**src/hdl/tcp_sender_window_retransmit_core_macros.svh**
```systemverilog
// Assertion macros for the TCP sender core.
// Used by the top level only; expects i_clk and i_rst_n in scope.
`ifndef TCP_SENDER_WINDOW_RETRANSMIT_CORE_MACROS_SVH
`define TCP_SENDER_WINDOW_RETRANSMIT_CORE_MACROS_SVH

// Same-cycle implication, quiet during reset.
`define TSWR_ASSERT_NOW(lbl, ante, cons, msg) \
    lbl: assert property (@(posedge i_clk) disable iff (!i_rst_n) (ante) |-> (cons)) \
        else $error(msg);

// Next-cycle implication, quiet during reset.
`define TSWR_ASSERT_NEXT(lbl, ante, cons, msg) \
    lbl: assert property (@(posedge i_clk) disable iff (!i_rst_n) (ante) |=> (cons)) \
        else $error(msg);

`endif

```
**src/hdl/tswr_pkg.sv**
```systemverilog
`timescale 1ns / 1ps
// Shared types, codes and constants of the TCP sender core.
// No dependencies; the interfaces, sequencer, datapath and top level import this package.
package tswr_pkg;

    localparam int MAX_PAYLOAD_DEF = 1452;
    localparam int FIFO_DEPTH_DEF  = 64;
    localparam int RESULT_CAP      = 48;
    localparam int NRES_W          = $clog2(RESULT_CAP + 1);

    localparam int SEQ_W   = 48;
    localparam int WSEQ_W  = 32;
    localparam int FLIGHT_W = 17;
    localparam int LEN_OUT_W = 11;

    // Operation codes of an input word.
    localparam logic [2:0] OP_WRITE = 3'd0;
    localparam logic [2:0] OP_END   = 3'd1;
    localparam logic [2:0] OP_FILL  = 3'd2;
    localparam logic [2:0] OP_ACK   = 3'd3;
    localparam logic [2:0] OP_TICK  = 3'd4;
    localparam logic [2:0] OP_EMPTY = 3'd5;

    // Result kinds.
    localparam logic [1:0] KIND_STATUS = 2'd0;
    localparam logic [1:0] KIND_NEW    = 2'd1;
    localparam logic [1:0] KIND_RETX   = 2'd2;
    localparam logic [1:0] KIND_EMPTY  = 2'd3;

    // Configuration register indexes.
    localparam logic [1:0] CFG_ISN = 2'd0;
    localparam logic [1:0] CFG_RTO = 2'd1;
    localparam logic [1:0] CFG_CAP = 2'd2;

    localparam logic [15:0] RTO_RESET = 16'd1000;
    localparam logic [15:0] CAP_RESET = 16'd4096;
    localparam logic [WSEQ_W-1:0] HALF_SPAN = 32'h8000_0000;

    typedef enum logic [2:0] {
        S_IDLE,
        S_EXEC,
        S_ACK_CMP,
        S_ACK_RET,
        S_ACK_UPD,
        S_FILL,
        S_FIN
    } t_state;

    typedef struct packed {
        logic [1:0]           kind;
        logic [WSEQ_W-1:0]    seg_seqno;
        logic                 syn_flag;
        logic                 fin_flag;
        logic [LEN_OUT_W-1:0] payload_length;
        logic [SEQ_W-1:0]     stream_offset;
        logic [FLIGHT_W-1:0]  outstanding;
        logic [7:0]           retx_count;
        logic [15:0]          accepted_bytes;
        logic                 last;
    } t_res;

    typedef struct packed {
        logic take_in;
        logic exec;
        logic ack_ret;
        logic ack_upd;
        logic fill_step;
        logic finish;
    } t_cmd;

    typedef struct packed {
        logic [2:0] op;
        logic       ack_ok;
        logic       ack_more;
        logic       fill_go;
        logic       fill_end;
        logic       fill_stall;
        logic       out_room;
        logic       fifo_full;
    } t_sts;

endpackage

```
**src/hdl/tswr_ctrl.sv**
```systemverilog
`timescale 1ns / 1ps
// Sequencer of the TCP sender: walks each word through its steps.
// Depends on tswr_pkg; drives the datapath through t_cmd.
module tswr_ctrl import tswr_pkg::*; (
    input  logic i_clk,
    input  logic i_rst_n,
    input  logic i_in_valid,
    input  t_sts i_sts,
    output logic o_in_ready,
    output t_cmd o_cmd
);
    t_state r_state, n_state;

    // State register.
    always_ff @(posedge i_clk) begin
        if (!i_rst_n) begin
            r_state <= S_IDLE;
        end else begin
            r_state <= n_state;
        end
    end

    // Next state.
    always_comb begin
        n_state = r_state;
        case (r_state)
            S_IDLE: begin
                if (i_in_valid) n_state = S_EXEC;
            end
            S_EXEC: begin
                if (i_sts.op == OP_FILL) n_state = S_FILL;
                else if (i_sts.op == OP_ACK) n_state = S_ACK_CMP;
                else n_state = S_FIN;
            end
            S_ACK_CMP: begin
                n_state = i_sts.ack_ok ? S_ACK_RET : S_FIN;
            end
            S_ACK_RET: begin
                if (!i_sts.ack_more) n_state = S_ACK_UPD;
            end
            S_ACK_UPD: begin
                n_state = S_FILL;
            end
            S_FILL: begin
                if (!i_sts.fill_stall && i_sts.fill_end) n_state = S_FIN;
            end
            S_FIN: begin
                if (i_sts.out_room) n_state = S_IDLE;
            end
            default: n_state = S_IDLE;
        endcase
    end

    // Commands to the datapath.
    always_comb begin
        o_cmd = '0;
        o_in_ready = 1'b0;
        case (r_state)
            S_IDLE: begin
                o_in_ready    = 1'b1;
                o_cmd.take_in = i_in_valid;
            end
            S_EXEC:    o_cmd.exec = 1'b1;
            S_ACK_CMP: o_cmd = '0;
            S_ACK_RET: o_cmd.ack_ret = i_sts.ack_more;
            S_ACK_UPD: o_cmd.ack_upd = 1'b1;
            S_FILL:    o_cmd.fill_step = !i_sts.fill_stall;
            S_FIN:     o_cmd.finish = i_sts.out_room;
            default:   o_cmd = '0;
        endcase
    end
endmodule

```
**config.mk**
```make
export PLATFORM = sky130hd
export DESIGN_NAME = tswr_ctrl
export DESIGN_NICKNAME = d
export VERILOG_FILES = /design/src/hdl/tcp_sender_window_retransmit_core_macros.svh /design/src/hdl/tswr_pkg.sv /design/src/hdl/tswr_ctrl.sv
export SDC_FILE = /design/constraint.sdc
export NUM_CORES = 1
export LEC_CHECK = 0
export BUFFER_PORTS_ARGS = -buffer_cell sky130_fd_sc_hd__clkbuf_2
export CORE_AREA = 2 2 39 41
export CTS_CLUSTER_SIZE = 28
export DETAILED_ROUTE_END_ITERATION = 8
export DIE_AREA = 0 0 41 43
export PLACE_DENSITY_LB_ADDON = 0.1
export SLEW_MARGIN = 15
export SYNTH_ARGS = -nofsm -noshare
export SYNTH_HDL_FRONTEND = slang
export SYNTH_SLANG_ARGS = --single-unit
export TNS_END_PERCENT = 30
```
**constraint.sdc**
```tcl
create_clock -name i_clk -period 2.38 [get_ports i_clk]
set_input_delay 0.357 -clock i_clk [delete_from_list [all_inputs] [get_ports i_clk]]
set_output_delay 0.357 -clock i_clk [all_outputs]
set_load 0.03 [all_outputs]
```
==> out/metrics.yaml <==
cp.arrival_ns: 1.40
ios: 20
fin_hold_ws_ns: 0.407
timing.max_cap.violations: 0
hold_class: "primary input to register"
final_common_cell: "clkbuf_2"
synth_area_um2: 290
crit_start: "r_state[0]"
initial_core_util_pct: 21.0
syn_nets: 53
ctsResizeCount: 0
largest-register: "r_state"
synth_cells: 40
htree_levels: 1
vias: 350
yosysTopAreaCellShare_pct: 20.7
r2r_start: "r_state[2]"
rsz0062_at_grt: "false"
report.final.slew_viol_count: 0
reg2reg_to: "r_state[2]"
synth_seq_cells: 3
worst_pin_slew_ns: 0.411
cts_tree: "yes"
dieArea_um2: 1760
grt_pass1_vias: 327
hold_buffers: 0
leakage_nw: 0.177
reg.largest.list: "r_state x3"
cts-root-buf: "clkbuf_4"
gp_congestion: 0.651
tns_ns: 0
fin_worst_skew_ns: 0.00245
ys_seq_area_share_pct: 20.7
drt_pre_antenna_iters: 2
die_w_um: 41
period_minus_slack_ns: 1.76
row_count: 14
maxSlewHeadroom_pct: 72.2
synth_cell_type_count: 24
routed_wl_um: 727
critPathCapture: "o_cmd[1]"
peakVddDrop_uv: 319
critPathKind: "register to output pin"
numCtsBuffers: 3
core-area_um2: 1380
avgSynthCellArea_um2: 7.26
hold_violations: 0
yosysTopAreaCell: "dfxtp_1"
clkTransAtPathRegs_ns: 0.04
cp.required_ns: 2.02
status: "finished clean"
clockBufferDepth: 2
cts_setup_buffers: 0
mostFrequentLayoutCells: "clkbuf_2 (17), a21oi_1 (5)"
ys.warnings.count: 0
setup_viol: 0
die_y_um: 43
power_density_nw_per_um2: 1260
antenna_cells: 0
clock_sinks: 3
grt_antenna_before_repair: 0
ys_top_cells_by_area: "dfxtp_1 (21%), a21oi_1 (8.6%), a21oi_2 (6.0%), or4b_4 (4.7%), and2_1 (4.3%)"
fin_crit_sh_pct: 73.9
largest_reg_flops: 3
r2r_cells: 4
grt_overflow: 0
port_buffers: 17
layout-drive-gt1-share_pct: 39.7
drtIter0Drc: 1
insertion_delay_ns: 0.23
grt_max_degree: 12
fmax_ghz: 0.568
worst-r2r-setup-slack_ns: 1.01
worst_setup_path_end_kind: "output pin"
via_per_inst: 4.73
drc: 0
dp_hpwl_um: 587
area_growth_pct: 38.4
final_net_count: 72
grt_pass1_wl_um: 1280
antenna_left: 0
worstPathMaxFanout: 11
gr-usage-all-layers_pct: 10.4
wire_per_inst_um: 9.82
start_kind: "register"
==> cell families (layout without fill, tap and decap cells) <==
logic type	after synthesis	count (layout)	share of synthesized area, %
simple gates	19	19	39.7
compound gates	13	13	30.2
buf+inv	5	23	9.48
flops	3	3	20.7
==> synthesized netlist by cell type <==
cell type	n
a2111o_1	1
a21oi_1	5
a21oi_2	2
and2_1	2
and4_1	1
buf_2	1
buf_6	1
clkbuf_1	1
dfxtp_1	3
inv_1	2
nand2_1	3
nand2b_1	2
nand3_1	1
nand3b_1	1
nor2_1	3
nor2b_1	2
nor3_1	2
nor4bb_1	1
o211ai_1	1
o21ai_0	1
o21ai_1	1
o311ai_1	1
o31ai_1	1
or4b_4	1
==> worst max-delay path, cell delays in order (launching register included) <==
cell      delay, ns
dfxtp_1        0.52
nor2b_1        0.25
nand2_1        0.09
nor2_1         0.10
clkbuf_2       0.21
==> through the flow <==
step           util [%]  power [mW]  instances  cell area, um^2  setup slack (ns)
2_1_floorplan         -       0.363         40              290             0.461
3_3_place_gp       27.1       0.429         70              375             0.828
3_5_place_dp       27.1       0.422         70              375             0.850
4_1_cts            29.0       0.513         74              402             0.604
5_1_grt            29.0       0.560         74              402             0.532
6_report           29.0       0.507         74              402             0.621
==> power by group <==
group | internal (mW) | switching [mW] | total (mW)
Clock | 0.0627 | 0.0248 | 0.0876
Combinational | 0.106 | 0.181 | 0.286
Sequential | 0.0727 | 0.0600 | 0.133
Total | 0.241 | 0.266 | 0.507
==> layer usage <==
layer	track usage, %	vias up	wire (um)
met1	11.8	154	346
met2	17.2	10	341
met5	0	-	0
li1	-	184	-
met4	6.00	0	16
met3	1.57	2	23
==> layout make-up <==
class	count	area [um^2]
inverters	2	7.51
flip-flops and latches	3	60.1
repair buffers	17	85.1
fillers	163	982
clock buffers	4	26.3
well taps	16	20.0
multi-input cells	32	203
==> worst min-delay path by stage <==
stage	start	endpoint	slack, ns	cells past startpoint
after floorplan	i_rst_n	r_state[2]	0.50	2
after global routing	i_rst_n	r_state[1]	0.42	3
final	i_rst_n	r_state[2]	0.41	3
after detailed placement	r_state[2]	r_state[2]	0.61	2
after CTS	i_rst_n	r_state[1]	0.41	3
after global placement	r_state[2]	r_state[2]	0.62	2
No activity file was read; power rests on OpenSTA's default activity.
